**config.mk**
```make
export PLATFORM = sky130hd
export DESIGN_NAME = tqse_node
export DESIGN_NICKNAME = d
export VERILOG_FILES = /design/src/hw/rtl/tqse_pkg.sv /design/src/hw/rtl/tqse_node.sv
export SDC_FILE = /design/constraint.sdc
export NUM_CORES = 2
export LEC_CHECK = 0
export BUFFER_PORTS_ARGS = -buffer_cell sky130_fd_sc_hd__buf_2
export CAP_MARGIN = 20
export CORE_ASPECT_RATIO = 0.75
export CORE_MARGIN = 4
export CORE_UTILIZATION = 55
export CTS_CLUSTER_DIAMETER = 200
export DETAILED_ROUTE_END_ITERATION = 8
export HOLD_SLACK_MARGIN = 0.05
export PLACE_DENSITY = 0.84
export RECOVER_POWER = 100
export SLEW_MARGIN = 20
export SYNTH_ARGS = -nofsm -noshare
export SYNTH_HDL_FRONTEND = slang
export SYNTH_SLANG_ARGS = --single-unit
```
**constraint.sdc**
```tcl
create_clock -name clk_i -period 19.4 [get_ports clk_i]
set_input_delay 1.94 -clock clk_i [delete_from_list [all_inputs] [get_ports clk_i]]
set_output_delay 1.94 -clock clk_i [all_outputs]
set_load 0.05 [all_outputs]
```
**src/hw/rtl/tqse_pkg.sv**
```systemverilog
// Shared types, constants and the saturation helper function of the transition quad shape evaluator.
package tqse_pkg;

  localparam int FRAC_BITS = 14;
  localparam int COORD_W   = 16;
  localparam int OUT_W     = 17;
  localparam int MASK_W    = 8;
  localparam int IDX_W     = 3;
  localparam int MIDS      = 4;

  // Width of the difference terms (1 -/+ coordinate) and of the quadratic bubbles.
  localparam int DIFF_W = COORD_W + 1;
  localparam int SQ_W   = 18;
  // Coordinate times difference, truncated back to the fixed-point grid.
  localparam int FX_W   = 19;
  // Bilinear product, quartered.
  localparam int BQ_W   = 18;
  // Midside shape value and derivatives after masking.
  localparam int NM_W   = 19;
  localparam int DM_W   = 20;
  // Quartered difference terms used in the corner derivatives.
  localparam int QT_W   = DIFF_W - 2;
  // Working width of the corner combination before saturation.
  localparam int ACC_W  = 22;

  localparam logic signed [DIFF_W-1:0] ONE     = DIFF_W'(1 << FRAC_BITS);
  localparam logic signed [ACC_W-1:0]  OUT_MAX = ACC_W'(65535);
  localparam logic signed [ACC_W-1:0]  OUT_MIN = -ACC_W'(65536);

  // Products and differences handed from the polynomial stages to the node stage.
  typedef struct packed {
    logic [MASK_W-1:0]                 mask;
    logic signed [DIFF_W-1:0]          omx;
    logic signed [DIFF_W-1:0]          opx;
    logic signed [DIFF_W-1:0]          ome;
    logic signed [DIFF_W-1:0]          ope;
    logic signed [DIFF_W-1:0]          qx;
    logic signed [DIFF_W-1:0]          qe;
    logic signed [FX_W-1:0]            fx_ome;
    logic signed [FX_W-1:0]            fx_ope;
    logic signed [FX_W-1:0]            fe_opx;
    logic signed [FX_W-1:0]            fe_omx;
    logic [MIDS-1:0][BQ_W-1:0]         bq;
  } poly_t;

  // Saturated results of all eight nodes of one request.
  typedef struct packed {
    logic [MASK_W-1:0]                 mask;
    logic [MASK_W-1:0][OUT_W-1:0]      shape;
    logic [MASK_W-1:0][OUT_W-1:0]      dxi;
    logic [MASK_W-1:0][OUT_W-1:0]      deta;
  } node_t;

  function automatic logic [OUT_W-1:0] sat_out(input logic signed [ACC_W-1:0] v);
    logic [OUT_W-1:0] r;
    if (v > OUT_MAX) begin
      r = OUT_W'(OUT_MAX);
    end else if (v < OUT_MIN) begin
      r = OUT_W'(OUT_MIN);
    end else begin
      r = OUT_W'(v);
    end
    return r;
  endfunction

endpackage

```
**src/hw/rtl/tqse_node.sv**
```systemverilog
// Third pipeline stage: midside terms, then the corner corrections and saturation.
module tqse_node import tqse_pkg::*; (
  input  logic  clk_i,
  input  logic  rst_ni,
  input  logic  valid_i,
  output logic  ready_o,
  input  poly_t poly_i,
  output logic  valid_o,
  input  logic  ready_i,
  output node_t node_o
);

  logic                            s3_valid_q;
  logic                            s3_ready;
  logic [MASK_W-1:0]               mask_q;
  logic [MIDS-1:0][NM_W-1:0]       nm_q, nm_d;
  logic [MIDS-1:0][DM_W-1:0]       dxm_q, dxm_d;
  logic [MIDS-1:0][DM_W-1:0]       dem_q, dem_d;
  logic [MIDS-1:0][BQ_W-1:0]       bq_q;
  logic signed [QT_W-1:0]          qomx_q, qopx_q, qome_q, qope_q;
  logic signed [33:0]              p_n4, p_n5, p_n6, p_n7;
  logic signed [DIFF_W-2:0]        hqx, hqe;

  logic signed [ACC_W-1:0]         cdx [MIDS];
  logic signed [ACC_W-1:0]         cde [MIDS];
  logic signed [ACC_W-1:0]         nsum, dxsum, desum;
  logic signed [ACC_W-1:0]         acc_n, acc_dx, acc_de;

  assign s3_ready = !s3_valid_q || ready_i;
  assign ready_o  = s3_ready;
  assign valid_o  = s3_valid_q;

  always_comb begin
    p_n4 = 34'(poly_i.qx) * 34'(poly_i.ome);
    p_n5 = 34'(poly_i.qe) * 34'(poly_i.opx);
    p_n6 = 34'(poly_i.qx) * 34'(poly_i.ope);
    p_n7 = 34'(poly_i.qe) * 34'(poly_i.omx);
    hqx  = (DIFF_W-1)'(poly_i.qx >>> 1);
    hqe  = (DIFF_W-1)'(poly_i.qe >>> 1);

    // Truncating by FRAC_BITS and then halving is one shift by FRAC_BITS + 1.
    nm_d[0]  = NM_W'(p_n4 >>> (FRAC_BITS + 1));
    nm_d[1]  = NM_W'(p_n5 >>> (FRAC_BITS + 1));
    nm_d[2]  = NM_W'(p_n6 >>> (FRAC_BITS + 1));
    nm_d[3]  = NM_W'(p_n7 >>> (FRAC_BITS + 1));
    dxm_d[0] = -DM_W'(poly_i.fx_ome);
    dem_d[0] = -DM_W'(hqx);
    dxm_d[1] =  DM_W'(hqe);
    dem_d[1] = -DM_W'(poly_i.fe_opx);
    dxm_d[2] = -DM_W'(poly_i.fx_ope);
    dem_d[2] =  DM_W'(hqx);
    dxm_d[3] = -DM_W'(hqe);
    dem_d[3] = -DM_W'(poly_i.fe_omx);

    // An absent midside node contributes nothing to the corners.
    for (int m = 0; m < MIDS; m++) begin
      if (!poly_i.mask[MIDS + m]) begin
        nm_d[m]  = '0;
        dxm_d[m] = '0;
        dem_d[m] = '0;
      end
    end
  end

  always_ff @(posedge clk_i or negedge rst_ni) begin
    if (!rst_ni) begin
      s3_valid_q <= 1'b0;
    end else if (s3_ready) begin
      s3_valid_q <= valid_i;
    end
  end

  always_ff @(posedge clk_i) begin
    if (s3_ready && valid_i) begin
      mask_q <= poly_i.mask;
      nm_q   <= nm_d;
      dxm_q  <= dxm_d;
      dem_q  <= dem_d;
      bq_q   <= poly_i.bq;
      qomx_q <= QT_W'(poly_i.omx >>> 2);
      qopx_q <= QT_W'(poly_i.opx >>> 2);
      qome_q <= QT_W'(poly_i.ome >>> 2);
      qope_q <= QT_W'(poly_i.ope >>> 2);
    end
  end

  // Corner combination: bilinear quarter minus half the two adjacent midside terms.
  always_comb begin
    cdx[0] = -ACC_W'(qome_q);
    cde[0] = -ACC_W'(qomx_q);
    cdx[1] =  ACC_W'(qome_q);
    cde[1] = -ACC_W'(qopx_q);
    cdx[2] =  ACC_W'(qope_q);
    cde[2] =  ACC_W'(qopx_q);
    cdx[3] = -ACC_W'(qope_q);
    cde[3] =  ACC_W'(qomx_q);

    node_o.mask = mask_q;
    nsum   = '0;
    dxsum  = '0;
    desum  = '0;
    acc_n  = '0;
    acc_dx = '0;
    acc_de = '0;
    for (int c = 0; c < MIDS; c++) begin
      nsum   = ACC_W'($signed(nm_q[2'(c + 3)]))  + ACC_W'($signed(nm_q[c]));
      dxsum  = ACC_W'($signed(dxm_q[2'(c + 3)])) + ACC_W'($signed(dxm_q[c]));
      desum  = ACC_W'($signed(dem_q[2'(c + 3)])) + ACC_W'($signed(dem_q[c]));
      acc_n  = ACC_W'($signed(bq_q[c])) - (nsum >>> 1);
      acc_dx = cdx[c] - (dxsum >>> 1);
      acc_de = cde[c] - (desum >>> 1);
      node_o.shape[c] = sat_out(acc_n);
      node_o.dxi[c]   = sat_out(acc_dx);
      node_o.deta[c]  = sat_out(acc_de);
      node_o.shape[MIDS + c] = sat_out(ACC_W'($signed(nm_q[c])));
      node_o.dxi[MIDS + c]   = sat_out(ACC_W'($signed(dxm_q[c])));
      node_o.deta[MIDS + c]  = sat_out(ACC_W'($signed(dem_q[c])));
    end
  end

endmodule

```
# Word-level counts from Yosys, hierarchy flattened
# Cells that the tools add are included.
# Widths: inputs -> output; s select.
[totals] reg_bits=318 latch_bits=0 ram_bits=0 mem_bits_ro=0 in_bits=262 out_inout_bits=418 elab_cells=117 memories=0
[classes] add_sub_neg=19 multipliers=4 div_mod_pow=0 magnitude_cmp=36 n_eq_ne=0 shifts=0 muxes=36 bitwise_logic=0 reduce_logical=3
[op_table] cell="$mux 17" n=36
[op_table] cell="$gt 20x17->1 const B" n=8
[op_table] cell="$lt 20x17->1 const B" n=8
[op_table] cell="$mul 17x17->34" n=4
[op_table] cell="$neg 19->20" n=4
[op_table] cell="$gt 19x17->1 const B" n=4
[op_table] cell="$lt 19x17->1 const B" n=4
[op_table] cell="$gt 21x17->1 const B" n=3
[op_table] cell="$lt 21x17->1 const B" n=3
[op_table] cell="$sub 15x20->21" n=3
[op_table] cell="$add 20x16->21" n=2
[op_table] cell="$add 19x19->20" n=2
[op_table] cell="$neg 16->20" n=2
[op_table] cell="$sub 18x19->20" n=2
[op_table] cell="$gt 16x17->1 const B" n=2
[op_table] cell="$lt 16x17->1 const B" n=2
[op_table] cell="$gt 22x17->1 const B" n=1
[op_table] cell="$lt 22x17->1 const B" n=1
[op_table] cell="$neg 15->22" n=1
[op_table] cell="$sub 22x20->22" n=1
[op_table] cell="$add 16x20->21" n=1
[op_table] cell="$add 20x20->21" n=1
[op_table] cell="$logic_and 1x1->1" n=1
[op_table] cell="$logic_not 1->1" n=1
[op_table] cell="$logic_or 1x1->1" n=1

# Depth between registers and ports, before layout
[logic_depth] ltp_word=5 mapped_depth=28 mapped_depth_nobuf=26

# Worst setup path before layout
# No wires, ideal clock.
[synth_path] path_type="input -> register" startpoint="in ready_i" endpoint="reg bq_q[18] (netlist name) (enable)" setup_time_ns=0.718 arrival_time_ns=9.639 t_required_ns=18.682 path_slack_ns=9.043 stages=2 n_path_buf=0 cell_sequence="nand2b_1 and2_1"
[synth_via] elab_chain_cells=2
[synth_lines] item="start, declared" line_no="tqse_node.sv:9" rtl="input logic ready_i,"
[synth_lines] item="$logic_or 1x1->1" line_no="tqse_node.sv:29" rtl="assign s3_ready = !s3_valid_q || ready_i;"
[synth_lines] item="$logic_and 1x1->1" line_no="tqse_node.sv:74" rtl="if (s3_ready && valid_i) begin"
[synth_lines] item="end signal, assigned" line_no="tqse_node.sv:79" rtl="bq_q <= poly_i.bq;"
[synth_lines] item="end, declared" line_no="tqse_node.sv:19" rtl="logic [MIDS-1:0][BQ_W-1:0] bq_q;"
# No other way between the ends.
# A chain may end at the register's enable or synchronous reset.

# Final worst setup path
[layout_path] startpoint="in poly_i[171] (netlist name)" endpoint="reg nm_q[17] (netlist name), data pin"
[layout_via] elab_chain_cells=1
[layout_lines] item="start, declared" line_no="tqse_node.sv:7" rtl="input poly_t poly_i,"
[layout_lines] item="$mul 17x17->34" line_no="tqse_node.sv:34" rtl="p_n4 = 34'(poly_i.qx) * 34'(poly_i.ome);"
[layout_lines] item="end signal, assigned" line_no="tqse_node.sv:76" rtl="nm_q <= nm_d;"
[layout_lines] item="end, declared" line_no="tqse_node.sv:16" rtl="logic [MIDS-1:0][NM_W-1:0] nm_q, nm_d;"
# No other way between the ends.

==> run metrics <==
worst reg-to-reg setup slack 10.56 ns; Vias/cell 5.80; violated checks design-rule violations, max-capacitance violations, max-slew violations; vias in the first global route 57200; Synth async-reset ratio 0.314%; routability-driven placement congestion ratio 0.992; crit path kind input pin to flip-flop; Yosys top cell area share 34.8%; Ys Warns 0; max-slew violation count 807; top_reg_cell synth edfxtp_1; EDFF count, synth 317; clk_skew 0.0249 ns; total core area 123000 µm²; root buf cell clkbuf_16; DRC violations left 1; Final HPWL DP 166000 µm; Setup Buffers After CTS 0; Num CTS Buffers 42; end point of the worst hold path valid_o; global-route wire length before repair 324000 µm; CTS max path bufs 3; overall routing resource usage 32.1%; Slew Limit Headroom -213%; CP Data Arrival Time 11.23 ns; Fin Hold WS 0.549 ns; CP required 19.76 ns; worst reg2reg startpoint valid_o; Synth area leader fa_1; Reg clk slew, reported paths 0.06 ns; setup slack after layout 8.52 ns; Synth Area per Inst 9.16 µm²; starting density of the core 55.8%; I/O Buffers 541; crit-path max cell delay 2.20 ns; Post-Place Worst Slack 9.88 ns; FP Rows 111; Sum Neg Setup Slack 0 ns; worst hold stages 2; HP Class flip-flop to flip-flop; Die X 416 µm; Register-to-Register Path Depth 4; fin crit share 56.1%; Final Critical Period 10.88 ns; fraction of layout cells with a size suffix above 1 4.51%; flip-flop and latch count after synthesis 318; largest net degree at the start of global routing 80; CP delay by family, top adder cells; outcome finished with violations; reg2reg end dxm_q[71]; TritonCTS clock tree built; worst path bufs/invs 6; Skew-Pair Late Insertion Delay 0.63 ns; hold path start valid_o; synth cell count leaders inv_1, fa_1, nand2_1, and2_1, ha_1; synthesized area 68500 µm²; DR iter-0 viols 5830; register area share after synthesis 13.9%; # hold bufs at CTS 0; area delta synth->final 6.43%; area of the multi-input gates 52200 µm²; register area 9540 µm²; # setup viols final 0; Die Ht 314 µm; die area 130000 µm²; most used cell, CP fa_1; slowest CP cell clkbuf_1; CTS resizes 0; Boundary Pins 680; fillers 10400; DR vias 55100; maxcap violations 21; CTS sink cnt 318; Max Freq 91.9 MHz; H-Tree Depth 2; initial antenna violation count 37; grt ovf 0; average wire per cell in the routed design 22.2 µm; synth top area cells fa_1, edfxtp_1, ha_1; Distinct cells, synth 86; RSZ-0062 raised after global routing false; Tightest Pin Transition 4.69 ns; Final ANT Viol Nets 0; CP Max Fanout 38; Cells after Synth 7485; final hold viol count 0; startpoint types input pin; Crit. End Element flip-flop; Post-Route WL 211000 µm; drt first pass iters 9; Net count, final 9837; most common cell in the synthesized netlist inv_1
-- layer usage --
layer	vias to the layer above	part of all wire, %	global-route usage [%]
met5	-	0.028	0
met4	8	6.3	17.3
met3	619	12	7.82
met2	3234	43	48.5
met1	27300	38	43.0
li1	23900	-	-
-- how the worst max path moves through the flow --
stage / to / start / slack [ns] / cells after the start
2_1_floorplan: bq_q[18] / ready_i / 9.04 / 2
6_report: nm_q[17] / poly_i[171] / 8.52 / 25
4_1_cts: node_o[29] / dem_q[21] / 10.24 / 24
5_1_grt: nm_q[18] / poly_i[171] / 8.47 / 25
3_5_place_dp: nm_q[17] / poly_i[167] / 9.88 / 23
3_3_place_gp: nm_q[70] / poly_i[155] / 10.07 / 24
-- layout make-up --
type / instances / share of cell area [%]
Multi-Input combinational cell: 5485 / 71.6
Sequential cell: 318 / 13.1
Inverter: 1364 / 7.02
Timing Repair Buffer: 588 / 3.50
Tap cell: 1638 / 2.81
Clock buffer: 48 / 1.47
Clock inverter: 26 / 0.432
Antenna cell: 31 / 0.106
-- through the flow --
| stage | std cells | utilization, % | area (µm²) |
|---|---|---|---|
| finish | 9498 | 59.3 | 72900 |
| global route | 9485 | 59.3 | 72900 |
| CTS | 9466 | 59.7 | 73400 |
| detailed placement | 9392 | 58.6 | 72000 |
| global placement | 9392 | 58.6 | 72000 |
| floorplan | 7586 | - | 68900 |
-- kinds of logic after synthesis --
group	share of synthesized area, %
flops	13.9
buf+inv	10.3
other cells	0.00547
xor+xnor	4.77
fa+ha+maj	45.5
simple gates	16.8
compound gates	8.66
mux	0.0475
-- worst min-delay path: cells and delay by family (launching register included) --
kind	cells	cell delay, ns
and+or+nand+nor	2	0.18
DFF	1	0.34
-- state kept, by name, summed over array words and instances, names as in the netlist --
signal / count
dem_q: 76
dxm_q: 76
qome_q: 15
valid_o: 1
qope_q: 15
nm_q: 76
mask_q: 8
qopx_q: 15
bq_q: 36
-- layout by cell type (no fill, tap or decap), types with 20 or more instances in the layout --
cell	instances
a211oi_1	20
a21o_1	112
a21oi_1	280
and2_0	66
and2_1	546
and3_1	41
buf_2	177
buf_4	34
clkbuf_1	383
clkbuf_16	42
conb_1	102
diode_2	31
edfxtp_1	317
fa_1	1192
ha_1	584
inv_1	1363
nand2_1	740
nand2b_1	86
nand3_1	50
nand4_1	24
nor2_1	453
nor2b_1	51
nor3_1	82
nor4_1	31
o21a_1	127
o21ai_0	164
o21bai_1	25
o31ai_1	20
or2_2	43
or3_1	40
xnor2_1	206
xor2_1	167
Power is left out: the tool's default activity adds up to more than one toggle a clock period on the data nets, which glitch-free logic cannot reach.
