File: src/hw/rtl/tqse_pkg.sv
// Shared types, constants and the saturation helper function of the transition quad shape evaluator.
package tqse_pkg;

  localparam int FRAC_BITS = 14;
  localparam int COORD_W   = 16;
  localparam int OUT_W     = 17;
  localparam int MASK_W    = 8;
  localparam int IDX_W     = 3;
  localparam int MIDS      = 4;

  // Width of the difference terms (1 -/+ coordinate) and of the quadratic bubbles.
  localparam int DIFF_W = COORD_W + 1;
  localparam int SQ_W   = 18;
  // Coordinate times difference, truncated back to the fixed-point grid.
  localparam int FX_W   = 19;
  // Bilinear product, quartered.
  localparam int BQ_W   = 18;
  // Midside shape value and derivatives after masking.
  localparam int NM_W   = 19;
  localparam int DM_W   = 20;
  // Quartered difference terms used in the corner derivatives.
  localparam int QT_W   = DIFF_W - 2;
  // Working width of the corner combination before saturation.
  localparam int ACC_W  = 22;

  localparam logic signed [DIFF_W-1:0] ONE     = DIFF_W'(1 << FRAC_BITS);
  localparam logic signed [ACC_W-1:0]  OUT_MAX = ACC_W'(65535);
  localparam logic signed [ACC_W-1:0]  OUT_MIN = -ACC_W'(65536);

  // Products and differences handed from the polynomial stages to the node stage.
  typedef struct packed {
    logic [MASK_W-1:0]                 mask;
    logic signed [DIFF_W-1:0]          omx;
    logic signed [DIFF_W-1:0]          opx;
    logic signed [DIFF_W-1:0]          ome;
    logic signed [DIFF_W-1:0]          ope;
    logic signed [DIFF_W-1:0]          qx;
    logic signed [DIFF_W-1:0]          qe;
    logic signed [FX_W-1:0]            fx_ome;
    logic signed [FX_W-1:0]            fx_ope;
    logic signed [FX_W-1:0]            fe_opx;
    logic signed [FX_W-1:0]            fe_omx;
    logic [MIDS-1:0][BQ_W-1:0]         bq;
  } poly_t;

  // Saturated results of all eight nodes of one request.
  typedef struct packed {
    logic [MASK_W-1:0]                 mask;
    logic [MASK_W-1:0][OUT_W-1:0]      shape;
    logic [MASK_W-1:0][OUT_W-1:0]      dxi;
    logic [MASK_W-1:0][OUT_W-1:0]      deta;
  } node_t;

  function automatic logic [OUT_W-1:0] sat_out(input logic signed [ACC_W-1:0] v);
    logic [OUT_W-1:0] r;
    if (v > OUT_MAX) begin
      r = OUT_W'(OUT_MAX);
    end else if (v < OUT_MIN) begin
      r = OUT_W'(OUT_MIN);
    end else begin
      r = OUT_W'(v);
    end
    return r;
  endfunction

endpackage

File: src/hw/rtl/tqse_serial.sv
// Result buffer and output register that hand out one present node per cycle while the output is not stalled.
module tqse_serial import tqse_pkg::*; (
  input  logic                    clk_i,
  input  logic                    rst_ni,
  input  logic                    valid_i,
  output logic                    ready_o,
  input  node_t                   node_i,
  output logic                    out_valid_o,
  input  logic                    out_ready_i,
  output logic [IDX_W-1:0]        node_number_o,
  output logic signed [OUT_W-1:0] shape_value_o,
  output logic signed [OUT_W-1:0] deriv_xi_o,
  output logic signed [OUT_W-1:0] deriv_eta_o,
  output logic                    last_node_o
);

  node_t             buf_q;
  logic [MASK_W-1:0] rem_q, rem_d;
  logic [MASK_W-1:0] rem_clr;
  logic [IDX_W-1:0]  idx;
  logic              load;
  logic              take;

  logic              out_valid_q, out_valid_d;
  logic [IDX_W-1:0]  num_q;
  logic [OUT_W-1:0]  shape_q, dxi_q, deta_q;
  logic              last_q;

  // Lowest outstanding node goes out next.
  always_comb begin
    idx = '0;
    for (int i = MASK_W - 1; i >= 0; i--) begin
      if (rem_q[i]) begin
        idx = IDX_W'(i);
      end
    end
  end

  assign rem_clr = rem_q & (rem_q - MASK_W'(1));
  assign load    = (rem_q != '0) && (!out_valid_q || out_ready_i);
  // A request with an empty mask passes through the buffer without a result.
  assign ready_o = (rem_q == '0) || (load && rem_clr == '0);
  assign take    = valid_i && ready_o;

  always_comb begin
    rem_d = rem_q;
    if (take) begin
      rem_d = node_i.mask;
    end else if (load) begin
      rem_d = rem_clr;
    end
    out_valid_d = out_valid_q;
    if (load) begin
      out_valid_d = 1'b1;
    end else if (out_ready_i) begin
      out_valid_d = 1'b0;
    end
  end

  always_ff @(posedge clk_i or negedge rst_ni) begin
    if (!rst_ni) begin
      rem_q       <= '0;
      out_valid_q <= 1'b0;
    end else begin
      rem_q       <= rem_d;
      out_valid_q <= out_valid_d;
    end
  end

  always_ff @(posedge clk_i) begin
    if (take) begin
      buf_q <= node_i;
    end
    if (load) begin
      num_q   <= idx;
      shape_q <= buf_q.shape[idx];
      dxi_q   <= buf_q.dxi[idx];
      deta_q  <= buf_q.deta[idx];
      last_q  <= (rem_clr == '0);
    end
  end

  assign out_valid_o   = out_valid_q;
  assign node_number_o = num_q;
  assign shape_value_o = $signed(shape_q);
  assign deriv_xi_o    = $signed(dxi_q);
  assign deriv_eta_o   = $signed(deta_q);
  assign last_node_o   = last_q;

endmodule

File: config.mk
export PLATFORM = sky130hd
export DESIGN_NAME = tqse_serial
export DESIGN_NICKNAME = d
export VERILOG_FILES = /design/src/hw/rtl/tqse_pkg.sv /design/src/hw/rtl/tqse_serial.sv
export SDC_FILE = /design/constraint.sdc
export NUM_CORES = 1
export LEC_CHECK = 0
export BUFFER_PORTS_ARGS = -buffer_cell sky130_fd_sc_hd__buf_2
export CAP_MARGIN = 10
export CORE_MARGIN = 4
export CORE_UTILIZATION = 45
export DETAILED_ROUTE_END_ITERATION = 10
export PLACE_DENSITY = 0.69
export SYNTH_ARGS = -nofsm -noshare
export SYNTH_HDL_FRONTEND = slang
export SYNTH_SLANG_ARGS = --single-unit
export TNS_END_PERCENT = 5
File: constraint.sdc
create_clock -name clk_i -period 8.1 [get_ports clk_i]
set_input_delay 0.405 -clock clk_i [delete_from_list [all_inputs] [get_ports clk_i]]
set_output_delay 0.405 -clock clk_i [all_outputs]
set_load 0.1 [all_outputs]
* Yosys cells after proc, flatten, opt, wreduce, memory -nomap -nowiden
Cells that the tools add are included.
** Cells by class
- Add/subtract/negate cells :: 1
- $mul :: 0
- Div/mod/pow operators :: 0
- Order comparisons :: 1
- Eq/ne operators :: 0
- Shifts and indexed selects :: 0
- Mux-type cells :: 18
- Bitwise gates (word level) :: 1
- Reductions and logical operators :: 11
** Operators by type and width (number)
- 17-bit binary-select mux with 3-bit select :: 3
- 17-bit 2-to-1 mux :: 3
- 3-bit 2-to-1 mux :: 8
- 8-bit logical NOT :: 2
- 8-bit 2-to-1 mux :: 2
- 8-bit bitwise AND :: 1
- 8-bit nonzero test :: 1
- 8-bit by 1-bit subtractor with 8-bit output (second input constant) :: 1
- 3-bit by 4-bit less-than comparator with 1-bit output (second input constant) :: 1
- 2-bit nonzero test :: 2
- 1-bit logical AND :: 3
- 1-bit logical OR :: 2
- 1-bit 2-to-1 mux :: 2
- 1-bit logical NOT :: 1
** Storage, ports and cells
- Register bits after elaboration :: 472
- Bits in latches :: 0
- Bits in writable memories :: 0
- Bits in read-only memories :: 0
- Bits of input ports :: 420
- Output and inout bits :: 57
- Logic and storage cells :: 63
- Memories kept :: 0

* Depth between registers and ports, before layout
Gate-level depths: netlist (run 1).
- Depth in word-level cells :: 10
- Mapped depth :: 8
- Gate-level depth less buffers :: 5

* Worst setup path after synthesis (run 1)
No wires, ideal clock.
- Kind :: reg2reg
- From :: reg out_valid_q, in the netlist out_valid_o
- To :: reg buf_q[0] (netlist name), enable pin
- Library setup time :: 2486 ps
- Data arrival time :: 6796 ps
- Required time :: 5614 ps
- Path slack :: -1182 ps
- Stages on the path, launching flop included :: 5
- Path buffers :: 0
- Clock period less this slack :: 9282 ps
- Cells stage by stage :: dfrtp_1 > nand2b_1 > o21a_1 > nand3_1 > nand3_2
** On the way
- Word-level cells in the longest chain between the ends :: 6
** RTL lines
- start, declared :: line tqse_serial.sv:24 : logic out_valid_q, out_valid_d;
- start signal, assigned :: line tqse_serial.sv:66 : out_valid_q <= out_valid_d;
- 1-bit logical NOT :: line tqse_serial.sv:40 : assign load = (rem_q != '0) && (!out_valid_q || out_ready_i);
- 1-bit logical OR :: line tqse_serial.sv:40
- 1-bit logical AND :: line tqse_serial.sv:40
- 1-bit logical AND :: line tqse_serial.sv:42 : assign ready_o = (rem_q == '0) || (load && rem_clr == '0);
- 1-bit logical OR :: line tqse_serial.sv:42
- 1-bit logical AND :: line tqse_serial.sv:43 : assign take = valid_i && ready_o;
- via take :: line tqse_serial.sv:22 : logic take;
- end signal, assigned :: line tqse_serial.sv:72 : buf_q <= node_i;
- end, declared :: line tqse_serial.sv:17 : node_t buf_q;
The timed path passes the listed nets, and every way through them passes these cells.
A chain may end at the register's enable or synchronous reset.

* Worst setup path after layout (run 1)
- From :: reg rem_q[7]
- To :: reg dxi_q[1], in the netlist deriv_xi_o[1] (data pin)
** On the way
- Word-level cells in the longest chain between the ends :: 10
** RTL lines
- start, declared :: line tqse_serial.sv:18 : logic [MASK_W-1:0] rem_q, rem_d;
- start signal, assigned :: line tqse_serial.sv:65 : rem_q <= rem_d;
- 3-bit 2-to-1 mux (8 in a row) :: line tqse_serial.sv:33 : if (rem_q[i]) begin
- 17-bit binary-select mux with 3-bit select :: line tqse_serial.sv:77 : dxi_q <= buf_q.dxi[idx];
- 17-bit 2-to-1 mux (not written as such) :: line tqse_serial.sv:77
- end signal, assigned :: line tqse_serial.sv:77
- end, declared :: line tqse_serial.sv:26 : logic [OUT_W-1:0] shape_q, dxi_q, deta_q;
Every way passes these cells. The select of a mux whose other input is x is not followed.

==> results.py, run 1 <==
metrics = {
    "timing": {
        "setup_viol": 0,
        "post-route-period-util_pct": 45.4,
        "fin_skew_ps": 33.3,
        "hold_violations": 0,
        "fmax_ghz": 0.272,
        "fin_ws_ps": 4420,
        "tightest_slew_ps": 1200,
        "max_slew_margin_pct": 19.8,
        "tns_ps": 0,
        "rsz0062_at_grt": "false",
        "fin_crit_ps": 3680,
        "slew_viol_final": 0,
    },
    "clock_network": {
        "numCtsBuffers": 49,
        "clk_pin_slew_ps": 70,
        "holdBufCountCts": 403,
        "cts_tree": "yes",
        "clk_path_buf_depth": 3,
        "postCtsSetupBuffers": 0,
        "ctsResizeCount": 0,
        "cts.htree.levels": 2,
        "clk_latency_ps": 600,
        "clock-root-buffer": "clkbuf_16",
        "cts.sinks": 472,
    },
    "place": {
        "gp_congestion": 0.872,
        "dp_cells": 1994,
        "pre_cts_ws_ps": 4550,
        "port_buffers": 476,
        "placed_area_um2": 21200,
        "dp.final_hpwl_mm": 33.6,
    },
    "routing": {
        "via_per_inst": 5.64,
        "wl_per_cell_um": 25.0,
        "first_pass_iters": 5,
        "vias": 14144,
        "dr.first_iter.drc_count": 1651,
        "drtAntennaViolNets": 0,
        "drc_errors": 0,
        "drt_wl_total_mm": 62.8,
    },
    "critical_path": {
        "path_class": "flop to flop",
        "arrival_ps": 4050,
        "r2r_start": "rem_q[7]",
        "worstPathMaxFanout": 117,
        "cp-startpoint": "rem_q[7]",
        "cp-end-kind": "flop",
        "cp-start-kind": "flop",
        "required_ps": 8470,
    },
    "global_routing": {
        "gr-usage-met3_pct": 6.25,
        "grt_use_total_pct": 27.4,
        "overflow": 0,
        "grt_max_degree": 189,
        "grt_first_pass_wirelength_mm": 92.0,
        "grt_pass1_vias": 15098,
        "grt.met1_usage_pct": 33.9,
        "antenna_found_initial": 16,
        "grt.busiest_layer": "met2",
        "grt_use_met2_pct": 45.7,
    },
    "yosys": {
        "yosys_warnings": 0,
        "synth_area_um2": 18500,
        "ys_seq_area_share_pct": 76.5,
        "synthDistinctLibCells": 44,
        "async_reset_ff_share_pct": 1.91,
        "ys_seq_elements": 472,
        "synth_cells": 1067,
        "avgSynthCellArea_um2": 17.3,
        "syn_nets": 1487,
        "synth-main-ff-cell": "edfxtp_1",
        "synth-edff-count": 463,
    },
    "cells_and_area": {
        "drive_gt1_share_pct": 32.6,
        "layoutNonFillerInstCount": 2509,
        "multi_input_area_um2": 3940,
        "postLayoutCellArea_um2": 27000,
        "nets": 2343,
        "final_util_pct": 67.5,
        "final_cell_mix": "buf_2, edfxtp_1, dlygate4sd3_1, and3_1, a211oi_1",
        "ff_latch_area_um2": 14100,
        "area_growth_pct": 46.5,
        "layout_commonest_cell": "buf_2",
        "nFillCells": 2552,
    },
    "die": {
        "dieArea_um2": 44300,
        "die_y_um": 211,
        "initial_core_util_pct": 46.0,
        "rows": 73,
        "die-width_um": 211,
        "core_um2": 40100,
        "pin_count": 477,
    },
    "flow_run": {
        "maxCapViolCount": 0,
    },
    "worst_hold_path": {
        "hp-start": "node_i[115]",
        "hold_class": "input port to flop",
    },
    "power_and_ir_drop": {
        "power.leakage_nw": 10.3,
        "peakVddDrop_mv": 0.417,
        "power_density_nw_per_um2": 426,
    },
    "status": {
        "status": "finished clean",
    },
}
## final timing paths
path                            endpoint  slack, ps  cells after the start
min reg2reg                deriv_xi_o[5]        660                      2
max                        deriv_xi_o[1]       4420                      7
min in group asynchronous    out_valid_o        220                      2
max reg2reg                deriv_xi_o[1]       4420                      7
max in group asynchronous       rem_q[4]       7680                      2
min                           buf_q[115]         30                      1
## Yosys cell counts, types with 2 or more instances
library cell,n,area [µm²]
nor2b_1,3,18.8
nand2_1,9,33.8
a2111oi_1,6,60.1
a211oi_2,30,375
dfrtp_1,9,225
nor4_1,21,131
o21ai_4,2,32.5
nor3_2,2,20.0
buf_6,5,56.3
nor2_1,4,15.0
buf_2,42,210
and3_1,188,1180
clkbuf_1,33,124
o21ai_0,3,15.0
a21oi_1,4,20.0
nand3_1,3,15.0
mux2i_1,16,160
nor4_2,15,188
a2111oi_2,10,150
o21a_1,5,37.5
a22o_1,5,43.8
buf_1,3,11.3
o22ai_1,3,18.8
a211oi_1,160,1200
buf_4,5,37.5
edfxtp_1,463,13900
## routing by layer
metal,part of all wire [%],routed length (µm)
met5,0,0
met4,4.7,2960
met3,8.2,5120
met2,50,31700
met1,37,23000
## final cells by class
type                    count  share of cell area, %
clock inverters            32                   1.61
repair buffers            893                   24.2
multi-input cells         507                   14.6
flip-flops and latches    472                   52.2
well taps                 525                   2.43
clock buffers              60                   4.76
diodes                     20                  0.185
## cells by family (layout without fill, tap and decap cells)
family | after synthesis | in the layout | share of synthesized area, %
AO/OA/AOI/OAI | 235 | 235 | 11.0
buffers and inverters | 88 | 985 | 2.38
flip-flops | 472 | 472 | 76.5
multiplexers | 16 | 16 | 0.868
other | 0 | 20 | 0
AND/OR/NAND/NOR | 256 | 256 | 9.21
## worst max-delay path: stages (launching register included)
cell and delay (ps):
dfrtp_1 530, nor2b_1 230, o21ai_4 220, buf_4 610, buf_4 920, and3_1 330, a211oi_1 80, nor4_1 420
## metrics by stage
step | power (mW) | hold slack (ps)
after floorplan | 7.88 | 109
after global placement | 8.72 | 271
after detailed placement | 8.84 | 273
after CTS | 11.4 | 0.582
after global routing | 12.0 | 8.20
final | 11.5 | 34.7
## registers in the layout (all words and copies together) (netlist names)
signal         flops
buf_q            408
deriv_eta_o       17
deriv_xi_o        17
shape_value_o     17
rem_q              8
node_number_o      3
last_node_o        1
out_valid_o        1
## where the power goes
group	leakage, nW	total, mW	internal, mW	switching [mW]
Sequential	4.42	4.38	4.04	0.339
Combinational	5.09	4.72	1.24	3.48
Clock	0.812	2.42	1.43	0.993
Total	10.3	11.5	6.71	4.81
No activity file was read; power rests on OpenSTA's default activity.
==> inputs of run 2 (changes only) <==
==> constraint.sdc (replaced) <==
create_clock -name clk_i -period 3.25 [get_ports clk_i]
set_input_delay 0.1625 -clock clk_i [delete_from_list [all_inputs] [get_ports clk_i]]
set_output_delay 0.1625 -clock clk_i [all_outputs]
set_load 0.1 [all_outputs]
==> run 2 against run 1 <==
  * Sequential cell count is the same
  * Global-route usage fell by 0.33 points
  * Design area increased by 1.1%
  * Critical endpoint is now ready_o
  * Highest routed layer is now met5
==> results.py, run 2 (same netlist as run 1, synthesis figures left out) <==
metrics = {
    "timing": {
        "fmax_ghz": 0.340,
        "setup_viol": 0,
        "fin_crit_ps": 2940,
        "slew_viol_final": 0,
        "post-route-period-util_pct": 90.6,
        "fin_skew_ps": 33.2,
        "rsz0062_at_grt": "false",
        "hold_violations": 0,
        "max_slew_margin_pct": 32.3,
        "tightest_slew_ps": 1020,
        "fin_ws_ps": 307,
    },
    "global_routing": {
        "overflow": 0,
        "grt_first_pass_wirelength_mm": 91.0,
        "grt_pass1_vias": 15254,
        "grt_max_degree": 122,
        "antenna_found_initial": 8,
        "grt_use_total_pct": 27.1,
    },
    "cells_and_area": {
        "multi_input_area_um2": 3960,
        "area_growth_pct": 48.2,
        "top_register": "buf_q",
        "final_cell_mix": "buf_2, edfxtp_1, dlygate4sd3_1, and3_1, a211oi_1",
        "nets": 2377,
        "final_util_pct": 68.2,
        "layout_commonest_cell": "buf_2",
        "largest_reg_flops": 408,
        "nFillCells": 2498,
        "drive_gt1_share_pct": 32.9,
        "ff_latch_area_um2": 14100,
    },
    "power_and_ir_drop": {
        "clkPwrFrac_pct": 19.7,
        "pwr-share-comb_pct": 42.4,
        "power_density_nw_per_um2": 1050,
        "pwr-share-seq_pct": 37.8,
        "p_sw_mw": 12.0,
        "switching_share_pct": 41.7,
        "total_power_mw": 28.7,
        "power.leakage_nw": 10.5,
        "intPower_mw": 16.8,
        "peakVddDrop_mv": 0.817,
    },
    "die": {
        "die-width_um": 211,
        "initial_core_util_pct": 46.0,
        "core_um2": 40100,
        "die_y_um": 211,
        "pin_count": 477,
        "rows": 73,
        "dieArea_um2": 44300,
    },
    "worst_hold_path": {
        "hold_class": "input port to flop",
    },
    "clock_network": {
        "cts_tree": "yes",
        "clk_path_buf_depth": 3,
        "clk_pin_slew_ps": 60,
        "clock-root-buffer": "clkbuf_16",
        "postCtsSetupBuffers": 0,
        "cts.sinks": 472,
        "clk_latency_ps": 600,
        "numCtsBuffers": 49,
        "cts.htree.levels": 2,
    },
    "critical_path": {
        "cp-end-kind": "output port",
        "worstPathMaxFanout": 8,
        "arrival_ps": 2780,
        "cp-start-kind": "flop",
        "required_ps": 3090,
        "path_class": "flop to output port",
    },
    "routing": {
        "dr.first_iter.drc_count": 1179,
        "drtAntennaViolNets": 0,
        "via_per_inst": 5.60,
        "drc_errors": 0,
        "wl_per_cell_um": 24.8,
        "first_pass_iters": 5,
        "vias": 14172,
        "drt_wl_total_mm": 62.8,
    },
    "flow_run": {
        "maxCapViolCount": 0,
    },
    "place": {
        "gp_congestion": 0.880,
        "dp.final_hpwl_mm": 35.5,
        "port_buffers": 476,
        "pre_cts_ws_ps": 571,
    },
    "status": {
        "status": "finished clean",
    },
}
==> run 2: changes by cell type in the layout (fill, tap and decap cells not counted), sizes merged <==
cell,delta
clkbuf,+6
diode,-9
dlygate4sd3,+16
clkinvlp,-7
buf,+18
bufinv,-5
inv,+2
clkinv,+1
==> run 2: power groups by stage <==
stage                     clock (mW)  combinational (mW)  sequential, mW
final                           5.67                12.2            10.9
after global routing            5.98                12.8            11.0
after floorplan                    0                6.39            12.7
after CTS                       5.65                12.0            10.8
after global placement             0                11.4            10.8
after detailed placement           0                11.6            10.9
==> run 2: stage by stage <==
stage          TNS, ps  instance area [µm²]  hold WS [ps]  std cells
2_1_floorplan  -962940                18500          -133       1067
3_3_place_gp         0                21500          34.8       2012
3_5_place_dp         0                21500          42.3       2012
4_1_cts              0                27300          17.8       2520
5_1_grt              0                27300          73.6       2527
6_report             0                27400          55.2       2531
==> run 2: layer usage <==
metal | GRT usage [%] | routed length [µm] | vias up
met1 | 33.0 | 23200 | 6929
met3 | 6.00 | 4800 | 200
met2 | 46.2 | 31800 | 843
li1 | - | - | 6196
met5 | 0 | 21 | -
met4 | 12.4 | 3020 | 4
==> run 2: path summary, 6_finish.rpt <==
| check | from | endpoint | slack [ps] | cells past startpoint |
|---|---|---|---|---|
| max | rem_q[1] | ready_o | 310 | 6 |
| min | valid_i | rem_q[7] | 60 | 4 |
| max reg2reg | rem_q[2] | shape_value_o[15] | 560 | 6 |
| min reg2reg | buf_q[21] | deriv_eta_o[4] | 650 | 2 |
| max in group asynchronous | rst_ni | out_valid_o | 2260 | 3 |
| min in group asynchronous | rst_ni | out_valid_o | 630 | 3 |
==> run 2: layout make-up <==
type | count | share of cell area (%)
clock buffers | 66 | 4.94
diodes | 11 | 0.101
flip-flops and latches | 472 | 51.7
clock inverters | 23 | 0.919
well taps | 525 | 2.40
repair buffers | 927 | 25.5
multi-input cells | 507 | 14.5
==> run 2: critical path: stages, from the launching register on <==
cell	delay [ps]
dfrtp_1	490
or4_4	650
nor2_8	180
a31oi_1	70
o21a_1	170
o22ai_1	180
buf_2	470
==> run 2: repair_timing <==
item / in CTS / in global routing
hold endpoints to repair: 426 / 0
hold buffers: 419 / 0
resized for setup: 0 / 0
